## src/hw/rtl/brsi_pkg.sv

```systemverilog
// Shared types and constants for the bounded recency sorted insert block.
package brsi_pkg;

  localparam logic [5:0] DEFAULT_LIMIT = 6'd25;
  localparam logic [5:0] LIMIT_RESET   = 6'd25;

  // Register word index (paddr[2]).
  localparam logic REG_LIST_LIMIT = 1'b0;

  typedef enum logic {
    S_IDLE,
    S_COMMIT
  } brsi_state_t;

  // Broadcast control from the sequencer to every cell.
  typedef struct packed {
    logic        probe;      // latch compare flags against tstamp
    logic        commit;     // apply the update
    logic        do_insert;  // sorted insertion with shift
    logic        do_append;  // write at the tail slot
    logic [31:0] tstamp;
    logic [31:0] id;
  } brsi_ctrl_t;

  // What a cell hands to its older neighbor.
  typedef struct packed {
    logic        valid;
    logic        gt;
    logic [31:0] tstamp;
    logic [31:0] id;
  } brsi_link_t;

  // Per-cell status collected by the top level.
  typedef struct packed {
    logic        hit;
    logic        last_lt;
    logic [31:0] last_id;
  } brsi_stat_t;

endpackage

```

## src/hw/rtl/brsi_ifs.sv

```systemverilog
// Valid/ready channel interfaces for event items and result items.
interface brsi_in_if;
  logic        valid;
  logic        ready;
  logic [31:0] event_time;
  logic [31:0] item_id;

  modport source (output valid, output event_time, output item_id, input ready);
  modport sink (input valid, input event_time, input item_id, output ready);
endinterface

interface brsi_out_if;
  logic        valid;
  logic        ready;
  logic        accepted;
  logic [4:0]  insert_position;
  logic        evicted;
  logic [31:0] evicted_id;
  logic [5:0]  entry_count;

  modport source (output valid, output accepted, output insert_position,
                  output evicted, output evicted_id, output entry_count,
                  input ready);
  modport sink (input valid, input accepted, input insert_position,
                input evicted, input evicted_id, input entry_count,
                output ready);
endinterface

```

## src/hw/rtl/brsi_cell.sv

```systemverilog
// One list slot: holds an entry, compares it and shifts from its newer neighbor.
module brsi_cell #(
  parameter int MAX_ENTRIES = 32,
  parameter int IDX         = 0
) (
  input  logic                                clk,
  input  brsi_pkg::brsi_ctrl_t                ctrl,
  input  logic [$clog2(MAX_ENTRIES+1)-1:0]    count,
  input  brsi_pkg::brsi_link_t                prev,
  output brsi_pkg::brsi_link_t                next,
  output brsi_pkg::brsi_stat_t                stat
);

  localparam int CW = $clog2(MAX_ENTRIES + 1);
  localparam logic [CW-1:0] IDX_C  = CW'(IDX);
  localparam logic [CW:0]   IDX_P1 = (CW + 1)'(IDX + 1);

  logic [31:0] tstamp_r;
  logic [31:0] id_r;
  logic        gt_r;
  logic        lt_r;

  logic valid;
  logic is_last;
  logic is_tail;
  logic gt_m;
  logic hit;
  logic takes;

  assign valid   = IDX_C < count;
  assign is_last = IDX_P1 == {1'b0, count};
  assign is_tail = IDX_C == count;
  assign gt_m    = valid & gt_r;
  // first slot not newer than the event; the gt flags form a prefix
  assign hit     = valid & ~gt_m & prev.gt;
  assign takes   = prev.valid & ~prev.gt;

  assign next.valid  = valid;
  assign next.gt     = gt_m;
  assign next.tstamp = tstamp_r;
  assign next.id     = id_r;

  assign stat.hit     = hit;
  assign stat.last_lt = is_last & lt_r;
  assign stat.last_id = is_last ? id_r : 32'd0;

  always_ff @(posedge clk) begin
    if (ctrl.probe) begin
      gt_r <= tstamp_r > ctrl.tstamp;
      lt_r <= tstamp_r < ctrl.tstamp;
    end
    if (ctrl.commit) begin
      if (ctrl.do_insert) begin
        if (hit) begin
          tstamp_r <= ctrl.tstamp;
          id_r     <= ctrl.id;
        end else if (takes) begin
          tstamp_r <= prev.tstamp;
          id_r     <= prev.id;
        end
      end else if (ctrl.do_append && is_tail) begin
        tstamp_r <= ctrl.tstamp;
        id_r     <= ctrl.id;
      end
    end
  end

endmodule

```

## src/hw/rtl/bounded_recency_sorted_insert.sv

```systemverilog
// Top level: sorted newest-first recency list built as a chain of slot cells.
//
// The block keeps up to list_limit (timestamp, id) entries sorted newest
// first, one entry per cell of a chain of MAX_ENTRIES cells. At the edge
// an event item is accepted, every cell latches how its stored timestamp
// compares with the event's; at the commit edge that follows, the cells
// write the event, shift their newer neighbor's entry in or hold, and the
// result item is registered. The next event can be accepted in the cycle
// after that commit, not while one awaits commit, and the work per item is
// independent of list length. The commit waits while a previous result is
// still not taken; an event may be accepted while a result waits.
// A list_limit of zero means 25 (capped at MAX_ENTRIES), and values above
// MAX_ENTRIES mean MAX_ENTRIES. Lowering the limit below the current count
// keeps the count: appends are dropped and each insertion evicts the last
// entry. The list_limit register sits at byte address 0 of the APB port.
module bounded_recency_sorted_insert #(
  parameter int MAX_ENTRIES = 32
) (
  input  logic               clk,
  input  logic               rst_n,
  brsi_in_if.sink            in_chan,
  brsi_out_if.source         out_chan,
  input  logic               cfg_psel,
  input  logic               cfg_penable,
  input  logic               cfg_pwrite,
  input  logic [2:0]         cfg_paddr,
  input  logic [31:0]        cfg_pwdata,
  output logic [31:0]        cfg_prdata,
  output logic               cfg_pready
);

  localparam int CW      = $clog2(MAX_ENTRIES + 1);
  localparam int IW      = (MAX_ENTRIES > 1) ? $clog2(MAX_ENTRIES) : 1;
  localparam int DEF_LIM = (int'(brsi_pkg::DEFAULT_LIMIT) > MAX_ENTRIES) ?
                           MAX_ENTRIES : int'(brsi_pkg::DEFAULT_LIMIT);

  // ---------------- configuration ----------------
  logic [5:0] limit_r;
  logic       cfg_wr;

  assign cfg_pready = 1'b1;
  assign cfg_wr     = cfg_psel & cfg_penable & cfg_pwrite & cfg_pready;

  always_ff @(posedge clk) begin
    if (!rst_n) begin
      limit_r <= brsi_pkg::LIMIT_RESET;
    end else if (cfg_wr && cfg_paddr[2] == brsi_pkg::REG_LIST_LIMIT) begin
      limit_r <= cfg_pwdata[5:0];
    end
  end

  always_comb begin
    if (cfg_paddr[2] == brsi_pkg::REG_LIST_LIMIT) begin
      cfg_prdata = {26'd0, limit_r};
    end else begin
      cfg_prdata = 32'd0;
    end
  end

  // effective limit, always 1..MAX_ENTRIES
  logic [CW-1:0] lim;
  always_comb begin
    if (limit_r == 6'd0) begin
      lim = CW'(DEF_LIM);
    end else if (32'(limit_r) > 32'(MAX_ENTRIES)) begin
      lim = CW'(MAX_ENTRIES);
    end else begin
      lim = CW'(limit_r);
    end
  end

  // ---------------- sequencer ----------------
  brsi_pkg::brsi_state_t state_r, state_nxt;
  logic        in_acc;
  logic        commit_go;
  logic [31:0] item_time_r;
  logic [31:0] item_id_r;
  logic        out_valid_r, out_valid_nxt;

  assign in_acc = in_chan.valid & in_chan.ready;

  // outputs of the sequencer
  always_comb begin
    in_chan.ready = 1'b0;
    commit_go     = 1'b0;
    case (state_r)
      brsi_pkg::S_IDLE: begin
        in_chan.ready = 1'b1;
      end
      brsi_pkg::S_COMMIT: begin
        commit_go = ~out_valid_r | out_chan.ready;
      end
      default: begin
        in_chan.ready = 1'b0;
      end
    endcase
  end

  // next state
  always_comb begin
    state_nxt = state_r;
    case (state_r)
      brsi_pkg::S_IDLE: begin
        if (in_acc) state_nxt = brsi_pkg::S_COMMIT;
      end
      brsi_pkg::S_COMMIT: begin
        if (commit_go) state_nxt = brsi_pkg::S_IDLE;
      end
      default: begin
        state_nxt = brsi_pkg::S_IDLE;
      end
    endcase
  end

  always_ff @(posedge clk) begin
    if (!rst_n) begin
      state_r <= brsi_pkg::S_IDLE;
    end else begin
      state_r <= state_nxt;
    end
  end

  always_ff @(posedge clk) begin
    if (in_acc) begin
      item_time_r <= in_chan.event_time;
      item_id_r   <= in_chan.item_id;
    end
  end

  // ---------------- cell chain ----------------
  logic [CW-1:0]        count_r, count_nxt;
  brsi_pkg::brsi_ctrl_t ctrl;
  brsi_pkg::brsi_link_t link [MAX_ENTRIES+1];
  brsi_pkg::brsi_stat_t stat [MAX_ENTRIES];

  // head of the chain: behaves as an infinitely new, invalid neighbor
  assign link[0] = '{valid: 1'b0, gt: 1'b1, tstamp: 32'd0, id: 32'd0};

  for (genvar g = 0; g < MAX_ENTRIES; g++) begin : g_cell
    brsi_cell #(
      .MAX_ENTRIES (MAX_ENTRIES),
      .IDX         (g)
    ) u_cell (
      .clk   (clk),
      .ctrl  (ctrl),
      .count (count_r),
      .prev  (link[g]),
      .next  (link[g+1]),
      .stat  (stat[g])
    );
  end

  // collect cell status
  logic [MAX_ENTRIES-1:0] hit_vec;
  logic [IW-1:0]          hit_idx;
  logic                   last_lt;
  logic [31:0]            last_id;

  always_comb begin
    hit_idx = '0;
    last_lt = 1'b0;
    last_id = 32'd0;
    for (int i = 0; i < MAX_ENTRIES; i++) begin
      hit_vec[i] = stat[i].hit;
      if (stat[i].hit) hit_idx = hit_idx | IW'(i);
      last_lt = last_lt | stat[i].last_lt;
      last_id = last_id | stat[i].last_id;
    end
  end

  // decision for the pending item
  logic        empty;
  logic        append;
  logic        drop;
  logic        insert;
  logic        evict;
  logic [31:0] pos_word;
  logic [31:0] cnt_word;

  assign empty  = count_r == '0;
  // append when the oldest entry is not older than the event
  assign append = empty | ~last_lt;
  assign drop   = append & (count_r >= lim);
  assign insert = ~append;
  assign evict  = insert & (count_r >= lim);

  always_comb begin
    if ((append && !drop) || (insert && !evict)) begin
      count_nxt = count_r + CW'(1);
    end else begin
      count_nxt = count_r;
    end
    if (drop) begin
      pos_word = 32'd0;
    end else if (append) begin
      pos_word = 32'(count_r);
    end else begin
      pos_word = 32'(hit_idx);
    end
  end

  assign cnt_word = 32'(count_nxt);

  assign ctrl.probe     = in_acc;
  assign ctrl.commit    = commit_go;
  assign ctrl.do_insert = insert;
  assign ctrl.do_append = append & ~drop;
  assign ctrl.tstamp    = in_acc ? in_chan.event_time : item_time_r;
  assign ctrl.id        = item_id_r;

  always_ff @(posedge clk) begin
    if (!rst_n) begin
      count_r <= '0;
    end else if (commit_go) begin
      count_r <= count_nxt;
    end
  end

  // ---------------- result register ----------------
  always_comb begin
    out_valid_nxt = out_valid_r;
    if (commit_go) begin
      out_valid_nxt = 1'b1;
    end else if (out_chan.ready) begin
      out_valid_nxt = 1'b0;
    end
  end

  always_ff @(posedge clk) begin
    if (!rst_n) begin
      out_valid_r <= 1'b0;
    end else begin
      out_valid_r <= out_valid_nxt;
    end
  end

  always_ff @(posedge clk) begin
    if (commit_go) begin
      out_chan.accepted        <= ~drop;
      out_chan.insert_position <= pos_word[4:0];
      out_chan.evicted         <= evict;
      out_chan.evicted_id      <= evict ? last_id : 32'd0;
      out_chan.entry_count     <= cnt_word[5:0];
    end
  end

  assign out_chan.valid = out_valid_r;

  // ---------------- assertions ----------------
  // an insertion always finds exactly one slot
  a_one_hit: assert property (@(posedge clk) disable iff (!rst_n)
    (state_r == brsi_pkg::S_COMMIT && insert) |-> $onehot(hit_vec))
    else $error("insertion without a unique target slot");

  // the count moves only when an item commits
  a_count_hold: assert property (@(posedge clk) disable iff (!rst_n)
    !commit_go |=> count_r == $past(count_r))
    else $error("entry count changed without a commit");

  // starting below the limit, a commit never grows the list past it
  a_count_limit: assert property (@(posedge clk) disable iff (!rst_n)
    (commit_go && count_r < lim) |=> count_r <= $past(lim))
    else $error("entry count exceeded the limit");

  // the tail cell is valid exactly when the list is at capacity
  a_tail_valid: assert property (@(posedge clk) disable iff (!rst_n)
    link[MAX_ENTRIES].valid == (count_r == CW'(MAX_ENTRIES)))
    else $error("cell validity disagrees with the entry count");

endmodule

```

## src/flat_wrapper.sv

```systemverilog
// flat-port wrapper written by rule: the top's interface ports become plain ports
module bounded_recency_sorted_insert_flat 
#(
  parameter int MAX_ENTRIES = 32
)
  (clk, rst_n, cfg_psel, cfg_penable, cfg_pwrite, cfg_paddr, cfg_pwdata, cfg_prdata, cfg_pready, in_chan_valid, in_chan_event_time, in_chan_item_id, in_chan_ready, out_chan_valid, out_chan_accepted, out_chan_insert_position, out_chan_evicted, out_chan_evicted_id, out_chan_entry_count, out_chan_ready);
  brsi_in_if in_chan_i ();
  brsi_out_if out_chan_i ();
  input  logic clk;
  input  logic rst_n;
  input  logic cfg_psel;
  input  logic cfg_penable;
  input  logic cfg_pwrite;
  input  logic [2:0] cfg_paddr;
  input  logic [31:0] cfg_pwdata;
  output logic [31:0] cfg_prdata;
  output logic cfg_pready;
  input wire logic [$bits(in_chan_i.valid)-1:0] in_chan_valid;
  input wire logic [$bits(in_chan_i.event_time)-1:0] in_chan_event_time;
  input wire logic [$bits(in_chan_i.item_id)-1:0] in_chan_item_id;
  output wire logic [$bits(in_chan_i.ready)-1:0] in_chan_ready;
  output wire logic [$bits(out_chan_i.valid)-1:0] out_chan_valid;
  output wire logic [$bits(out_chan_i.accepted)-1:0] out_chan_accepted;
  output wire logic [$bits(out_chan_i.insert_position)-1:0] out_chan_insert_position;
  output wire logic [$bits(out_chan_i.evicted)-1:0] out_chan_evicted;
  output wire logic [$bits(out_chan_i.evicted_id)-1:0] out_chan_evicted_id;
  output wire logic [$bits(out_chan_i.entry_count)-1:0] out_chan_entry_count;
  input wire logic [$bits(out_chan_i.ready)-1:0] out_chan_ready;
  assign in_chan_i.valid = in_chan_valid;
  assign in_chan_i.event_time = in_chan_event_time;
  assign in_chan_i.item_id = in_chan_item_id;
  assign in_chan_ready = in_chan_i.ready;
  assign out_chan_valid = out_chan_i.valid;
  assign out_chan_accepted = out_chan_i.accepted;
  assign out_chan_insert_position = out_chan_i.insert_position;
  assign out_chan_evicted = out_chan_i.evicted;
  assign out_chan_evicted_id = out_chan_i.evicted_id;
  assign out_chan_entry_count = out_chan_i.entry_count;
  assign out_chan_i.ready = out_chan_ready;
  bounded_recency_sorted_insert #(.MAX_ENTRIES(MAX_ENTRIES)) u_core (.clk(clk), .rst_n(rst_n), .in_chan(in_chan_i), .out_chan(out_chan_i), .cfg_psel(cfg_psel), .cfg_penable(cfg_penable), .cfg_pwrite(cfg_pwrite), .cfg_paddr(cfg_paddr), .cfg_pwdata(cfg_pwdata), .cfg_prdata(cfg_prdata), .cfg_pready(cfg_pready));
endmodule
```

## config.mk

```make
export PLATFORM = sky130hd
export DESIGN_NAME = bounded_recency_sorted_insert_flat
export DESIGN_NICKNAME = d
export VERILOG_FILES = /design/src/hw/rtl/brsi_pkg.sv /design/src/hw/rtl/brsi_ifs.sv /design/src/hw/rtl/brsi_cell.sv /design/src/hw/rtl/bounded_recency_sorted_insert.sv /design/src/flat_wrapper.sv
export SDC_FILE = /design/constraint.sdc
export NUM_CORES = 2
export LEC_CHECK = 0
export BUFFER_PORTS_ARGS = -buffer_cell sky130_fd_sc_hd__buf_2
export CAP_MARGIN = 0
export CORE_UTILIZATION = 49
export DETAILED_ROUTE_END_ITERATION = 7
export GPL_TIMING_DRIVEN = 1
export PLACE_DENSITY = 0.69
export SETUP_SLACK_MARGIN = 0.02
export SYNTH_ARGS = -nofsm -noshare
export SYNTH_HDL_FRONTEND = slang
export SYNTH_SLANG_ARGS = --single-unit
```

## constraint.sdc

```tcl
create_clock -name clk -period 26.7 [get_ports clk]
set_input_delay 1.335 -clock clk [delete_from_list [all_inputs] [get_ports clk]]
set_output_delay 1.335 -clock clk [all_outputs]
set_load 0.01 [all_outputs]
```

* After elaboration in Yosys (flattened, before gate mapping)
Cells that the tools add are included.
** Operators by class
- Add/subtract/negate cells :: 1
- Shift-type cells :: 0
- Eq/ne operators :: 100
- Bitwise operators :: 235
- Multipliers :: 0
- Multiplexer cells :: 845
- $lt $le $gt $ge :: 98
- Reductions and logical operators :: 74
- Div/mod/pow operators :: 0
** Operators by type and width (count)
- 32-bit two-way mux :: 793
- 32-bit > comparator :: 32
- 32-bit less-than comparator :: 32
- 32-bit bitwise OR :: 31
- 1-bit AND :: 133
- 4-bit != test (second input constant) :: 31
- 3-bit != test (second input constant) :: 33
- 5-bit by 6-bit == test with 1-bit output (first input constant) :: 16
- 5-bit by 6-bit less-than comparator with 1-bit output (first input constant) :: 16
- 3-bit AND reduction :: 32
- 5-bit two-way mux :: 18
- 6-bit two-way mux :: 9
- 4-bit by 6-bit == test with 1-bit output (first input constant) :: 8
- 4-bit by 6-bit less-than comparator with 1-bit output (first input constant) :: 8
- 1-bit NOT :: 38
- 1-bit logical AND :: 35
- 1-bit bitwise OR :: 33
- 4-bit two-way mux :: 8
- 3-bit by 6-bit == test with 1-bit output (first input constant) :: 4
- 3-bit by 6-bit less-than comparator with 1-bit output (first input constant) :: 4
- 2-bit by 6-bit == test with 1-bit output (first input constant) :: 2
- 6-bit logical NOT :: 2
- 1-bit by 6-bit less-than comparator with 1-bit output (first input constant) :: 2
- 2-bit by 6-bit less-than comparator with 1-bit output (first input constant) :: 2
- other kinds (16) :: 31
** Word-level totals
- Logic and storage cells :: 1492
- Bits in read-only memories :: 0
- Input bits :: 106
- Bits in registers :: 2235
- Memories :: 0
- Bits in writable memories :: 0
- Bits in latches :: 0
- Output and inout bits :: 80

* Logic depth before layout (Yosys ltp)
- Depth after elaboration :: 44
- Gate-level depth with buffers :: 14
- Depth with buffers taken out :: 11

* Hierarchy
From an unflattened synthesis, not the netlist that was laid out.
** Second synthesis, totals
- Cells, all modules :: 10436
- Area, all modules :: 139777.8 um^2
** By module, submodules not included
- brsi_cell at u_core.g_cell[12].u_cell ... :: area an instance 4246.6 um^2, cells each 307, instances 2, seq. area each 1981.9 um^2
- bounded_recency_sorted_insert :: area an instance 6974.2 um^2, cells each 686, instances 1, seq. area each 3233.1 um^2
- brsi_cell at u_core.g_cell[26].u_cell :: area an instance 4261.6 um^2, cells each 307, instances 1, seq. area each 1981.9 um^2
- brsi_cell at u_core.g_cell[25].u_cell :: area an instance 4249.1 um^2, cells each 305, instances 1, seq. area each 1981.9 um^2
- brsi_cell at u_core.g_cell[28].u_cell :: area an instance 4247.8 um^2, cells each 306, instances 1, seq. area each 1981.9 um^2
- brsi_cell at u_core.g_cell[4].u_cell :: area an instance 4241.6 um^2, cells each 307, instances 1, seq. area each 1981.9 um^2
- brsi_cell at u_core.g_cell[30].u_cell :: area an instance 4240.3 um^2, cells each 306, instances 1, seq. area each 1981.9 um^2
- brsi_cell at u_core.g_cell[10].u_cell :: area an instance 4234.1 um^2, cells each 307, instances 1, seq. area each 1981.9 um^2
- brsi_cell at u_core.g_cell[13].u_cell :: area an instance 4234.1 um^2, cells each 304, instances 1, seq. area each 1981.9 um^2
- brsi_cell at u_core.g_cell[18].u_cell :: area an instance 4231.6 um^2, cells each 307, instances 1, seq. area each 1981.9 um^2
- brsi_cell at u_core.g_cell[20].u_cell :: area an instance 4229.1 um^2, cells each 307, instances 1, seq. area each 1981.9 um^2
- brsi_cell at u_core.g_cell[6].u_cell :: area an instance 4227.8 um^2, cells each 307, instances 1, seq. area each 1981.9 um^2
- brsi_cell at u_core.g_cell[9].u_cell :: area an instance 4227.8 um^2, cells each 304, instances 1, seq. area each 1981.9 um^2
- brsi_cell at u_core.g_cell[1].u_cell :: area an instance 4225.3 um^2, cells each 302, instances 1, seq. area each 1981.9 um^2
- +18 rows

* Worst setup path before layout
OpenSTA, ideal clock, no wires.
- Path kind :: register -> register
- Start point :: register u_core.count_r[1]
- End point :: register u_core.g_cell[25].u_cell.id_r[0], enable pin
- Period minus slack after synthesis :: 9.418 ns
- Path buffers :: 4
- Slack :: 17.282 ns
- Required time :: 26.039 ns
- Arrival time :: 8.757 ns
- Stages on the path, launching flop included :: 13
- Setup time :: 0.661 ns
- Path through :: dfxtp_1 > clkbuf_1 > inv_1 > ha_1 > buf_2 > clkinv_1 > nor4_2 > a222oi_1 > nand4_1 > o21ai_1 > buf_4 > buf_4 > o41ai_1
** Between the ends
- Longest elaborated chain between the ends :: 41
- Elaborated cells between the ends (all ways) :: 115
- Classes of those cells :: 3 x order compare; 34 x eq/ne; 75 x bitwise; 3 x reduce/logical
** Ends and longest elaborated chain
- start: declaration :: line bounded_recency_sorted_insert.sv:131 : logic [CW-1:0] count_r, count_nxt;
- start signal: assignment :: line bounded_recency_sorted_insert.sv:215 : count_r <= count_nxt;
- 1-bit by 6-bit == test with 1-bit output or 2-bit by 6-bit == test with 1-bit output (tied branches) :: line brsi_cell.sv:31 : assign is_last = IDX_P1 == {1'b0, count};
- 1-bit AND :: line brsi_cell.sv:44 : assign stat.last_lt = is_last & lt_r;
- 1-bit bitwise OR (31 in a row) :: line bounded_recency_sorted_insert.sv:166 : last_lt = last_lt | stat[i].last_lt;
- 1-bit NOT :: line bounded_recency_sorted_insert.sv:182 : assign append = empty | ~last_lt;
- 1-bit bitwise OR :: line bounded_recency_sorted_insert.sv:182
- 1-bit AND :: line bounded_recency_sorted_insert.sv:183 : assign drop = append & (count_r >= lim);
- 1-bit NOT :: line bounded_recency_sorted_insert.sv:207 : assign ctrl.do_append = append & ~drop;
- 1-bit AND :: line bounded_recency_sorted_insert.sv:207
- 1-bit logical AND :: line brsi_cell.sv:61 : end else if (ctrl.do_append && is_tail) begin
- 3-bit != test (no line)
- 3-bit AND reduction (no line) (*)
- end signal: assignment :: line brsi_cell.sv:56 : id_r <= ctrl.id;
- end signal: assignment :: line brsi_cell.sv:59 : id_r <= prev.id;
- end signal: assignment :: line brsi_cell.sv:63 : id_r <= ctrl.id;
- end: declaration :: line brsi_cell.sv:19 : logic [31:0] id_r;
Every way passes the cells marked *; elsewhere a longest branch is shown, timed or not.
A chain may end at the register's enable or synchronous reset.

* Worst setup path in the final report
- Start point :: register u_core.count_r[0]
- End point :: register u_core.g_cell[14].u_cell.id_r[1] (data pin)
** Between the ends
- Longest elaborated chain between the ends :: 37
- Elaborated cells between the ends (all ways) :: 110
- Classes of those cells :: 2 x order compare; 32 x eq/ne; 5 x mux; 70 x bitwise; 1 x reduce/logical
** Ends and longest elaborated chain
- 1-bit by 6-bit == test with 1-bit output or 2-bit by 6-bit == test with 1-bit output (tied branches) :: line brsi_cell.sv:31
- 1-bit AND :: line brsi_cell.sv:44
- 1-bit bitwise OR (31 in a row) :: line bounded_recency_sorted_insert.sv:166
- 1-bit NOT :: line bounded_recency_sorted_insert.sv:182
- 1-bit bitwise OR :: line bounded_recency_sorted_insert.sv:182
- 32-bit two-way mux (*) :: line brsi_cell.sv:53 : if (ctrl.do_insert) begin
- 32-bit two-way mux (*) :: line brsi_cell.sv:52 : if (ctrl.commit) begin
- end signal: assignment :: line brsi_cell.sv:56
- end signal: assignment :: line brsi_cell.sv:59
- end signal: assignment :: line brsi_cell.sv:63
- end: declaration :: line brsi_cell.sv:19
Every way passes the cells marked *; elsewhere a longest branch is shown, timed or not. The select of a mux whose other input is x is not followed.

==> flow_metrics.py <==
metrics = {
    "status": {
        "violations": "design-rule violations, max-capacitance violations",
        "status": "complete, but fails checks",
    },
    "synthesis": {
        "ys_seq_elements": 2235,
        "syn_inst": 8614,
        "synth_common_cells": "edfxtp_1, mux2_2, ha_1",
        "synth_ff_type": "edfxtp_1",
        "synth_edf_count": 2189,
        "yosysUniqueCellTypes": 88,
        "syn_area_per_cell_um2": 14.4,
        "synth_area_leaders": "edfxtp_1, mux2_2, ha_1",
        "synth-async-reset-ratio": 0,
        "synth_most_common_cell": "edfxtp_1",
        "synth.cell_area_um2": 124000,
        "ys_seq_area_frac": 0.538,
        "yosysTopAreaCellShare": 0.530,
        "ys_warn_count": 0,
        "yosys.area.top_type": "edfxtp_1",
    },
    "place": {
        "hpwl_um": 261000,
        "preCtsSetupSlack_ns": 19.65,
        "port_buffers": 130,
        "dpl.cell_count": 11800,
        "gp_congestion": 0.956,
    },
    "drt": {
        "drtIter0Drc": 11500,
        "drtAntennaViolNets": 0,
        "avgViaCountPerCell": 6.86,
        "wire_per_inst_um": 34.9,
        "wl_met2_um": 199000,
        "first_pass_iters": 8,
        "totalWireLength_um": 427000,
        "top_layer": "met5",
        "drc": 55,
        "met3_length_um": 48100,
        "num_vias": 83900,
        "m1WireLength_um": 145000,
    },
    "timing": {
        "tns_ns": 0,
        "drv_slew": 0,
        "rsz0062_at_grt": "no",
        "tightest_slew_ns": 1.47,
        "max_freq_ghz": 0.137,
        "finClkSkew_ns": 0.102,
        "fin_crit_sh": 0.273,
        "setup_violations": 0,
        "slew_headroom": 0.0179,
        "worst_slack_ns": 19.42,
        "min_period_ns": 7.28,
        "hold_violations": 0,
    },
    "floorplan": {
        "die_w_um": 505,
        "coreArea_um2": 251000,
        "pin_count": 186,
        "fp.dieH_um": 505,
        "initial_utilization": 0.493,
        "fp.dieArea_um2": 255000,
        "rows": 184,
    },
    "final_layout": {
        "drive_gt1_frac": 0.261,
        "area_growth_pct": 9.72,
        "fillCellCount": 20300,
        "instances_no_fill": 12200,
        "nNetsFinal": 9797,
    },
    "worst_setup_path": {
        "slowest_delay_ns": 1.07,
        "cp.buffers_inverters": 5,
        "crit_fanout": 81,
        "cp-start-kind": "flop",
        "timing.critical_path.mode_cell": "buf_4",
        "crit_chain": "inv_1, ha_1, clkinv_1, nor4_4, buf_4, a222oi_1, nand4_1, o21ai_4, buf_12, nor2_8, buf_4, mux2_2",
        "worstPathRequired_ns": 27.34,
        "path_class": "reg -> reg",
        "end_kind": "flop",
        "cp_slowest_cell": "buf_4",
        "critPathTopFamily": "buffers and inverters",
        "cp.arrival_ns": 7.93,
    },
    "clocking": {
        "hold_buffers": 0,
        "ctsResizeCount": 0,
        "post-cts-setup-buffers": 0,
        "htreeDepth": 4,
        "clockRootBuffer": "clkbuf_16",
        "clk_path_buf_depth": 3,
        "clk_latency_ns": 0.98,
        "clkTransAtPathRegs_ns": 0.07,
        "cts_tree": "yes",
        "cts_made_buffers": 238,
        "clock-sinks": 2235,
    },
    "pwr": {
        "pwr_density_cell_nw_per_um2": 64.9,
        "peakVddDrop_mv": 0.0916,
        "p_leak_nw": 49.1,
    },
    "global_routing": {
        "grt_max_degree": 82,
        "overflow": 0,
        "grt_pass1_vias": 85700,
        "antenna_found_initial": 23,
        "grt_usage": 0.326,
        "grt_pass1_wl_um": 599000,
    },
    "job": {
        "max_cap_violations": 1,
    },
    "hold_path": {
        "min_path_type": "reg -> reg",
    },
}
state kept, by name, summed over array words and instances (netlist names):
name and flops:
u_core.g_cell.u_cell.id_r 1024, u_core.count_r 6, u_core.out_chan.valid 1, u_core.g_cell.u_cell.lt_r 32, u_core.limit_r 6, u_core.g_cell.u_cell.gt_r 32
u_core.item_time_r 32, u_core.out_chan.accepted 1, u_core.state_r 1, u_core.out_chan.entry_count 6, u_core.item_id_r 32, u_core.g_cell.u_cell.tstamp_r 1024
u_core.out_chan.evicted_id 32, u_core.out_chan.insert_position 5, u_core.out_chan.evicted 1
layout make-up:
type,instances,area [um^2],share of cell area
Sequential cell,2235,66700,0.490
Multi-Input combinational cell,5744,54500,0.401
Clock buffer,293,6210,0.0457
Tap cell,3348,4190,0.0308
Timing Repair Buffer,342,2250,0.0166
Clock inverter,154,1800,0.0132
Inverter,96,362,0.00266
Antenna cell,17,42.5,0.000313
report_power, final:
group | total, mW | internal (mW) | switching (mW)
sequential | 4.04 | 3.97 | 0.0634
combinational | 1.35 | 0.598 | 0.752
clock | 3.44 | 1.93 | 1.51
total | 8.83 | 6.50 | 2.32
through the flow:
step / hold WS [ns] / power [mW] / util / instance area [um^2]
finish: 0.485 / 8.83 / 0.541 / 136000
global placement: 0.491 / 5.38 / 0.509 / 128000
global route: 0.516 / 9.08 / 0.541 / 136000
CTS: 0.491 / 8.82 / 0.541 / 136000
detailed placement: 0.515 / 5.43 / 0.509 / 128000
floorplan: 0.484 / 5.01 / - / 124000
final timing paths:
path | depth (start not counted) | slack, ns | to | startpoint
hold reg to reg | 1 | 0.48 | u_core.g_cell[6].u_cell.id_r[18] | u_core.g_cell[5].u_cell.id_r[18]
setup / recovery | 12 | 19.42 | u_core.g_cell[14].u_cell.id_r[1] | u_core.count_r[0]
hold / removal | 1 | 0.48 | u_core.g_cell[6].u_cell.id_r[18] | u_core.g_cell[5].u_cell.id_r[18]
setup reg to reg | 12 | 19.42 | u_core.g_cell[14].u_cell.id_r[1] | u_core.count_r[0]
layer usage:
| metal | vias to the layer above | track usage |
|---|---|---|
| li1 | 34600 | - |
| met1 | 42100 | 0.379 |
| met2 | 5703 | 0.534 |
| met3 | 1599 | 0.0786 |
| met4 | 2 | 0.226 |
| met5 | - | 0 |
worst reg2reg max path, cell delays in order, from the launching register on:
cell	delay (ns)
dfxtp_1	0.50
inv_1	0.36
ha_1	0.75
clkinv_1	0.66
nor4_4	0.36
buf_4	0.82
a222oi_1	0.20
nand4_1	0.22
o21ai_4	0.08
buf_12	0.29
nor2_8	1.03
buf_4	1.21
mux2_2	0.50
cells in the final DEF (no fill, tap or decap), types with 238 or more instances in the layout:
cell type / synthesis / layout
mux2_2: 1214 / 1214
a21oi_1: 303 / 301
mux2_1: 505 / 505
nand4_1: 252 / 252
edfxtp_1: 2189 / 2189
a21o_1: 262 / 262
mux2_4: 298 / 298
a22oi_1: 364 / 364
ha_1: 1034 / 1034
clkbuf_16: 0 / 238
kinds of logic (layout without fill, tap and decap cells):
group,Yosys count,count (layout),share of synthesized area
flops,2235,2235,0.538
other cells,2,44,0.0000606
simple gates,1117,1117,0.0504
fa+ha+maj,1034,1034,0.104
xor+xnor,10,10,0.000706
mux,2023,2023,0.193
buf+inv,660,885,0.0285
compound gates,1533,1533,0.0858
Power figures use the tool's default switching activity.
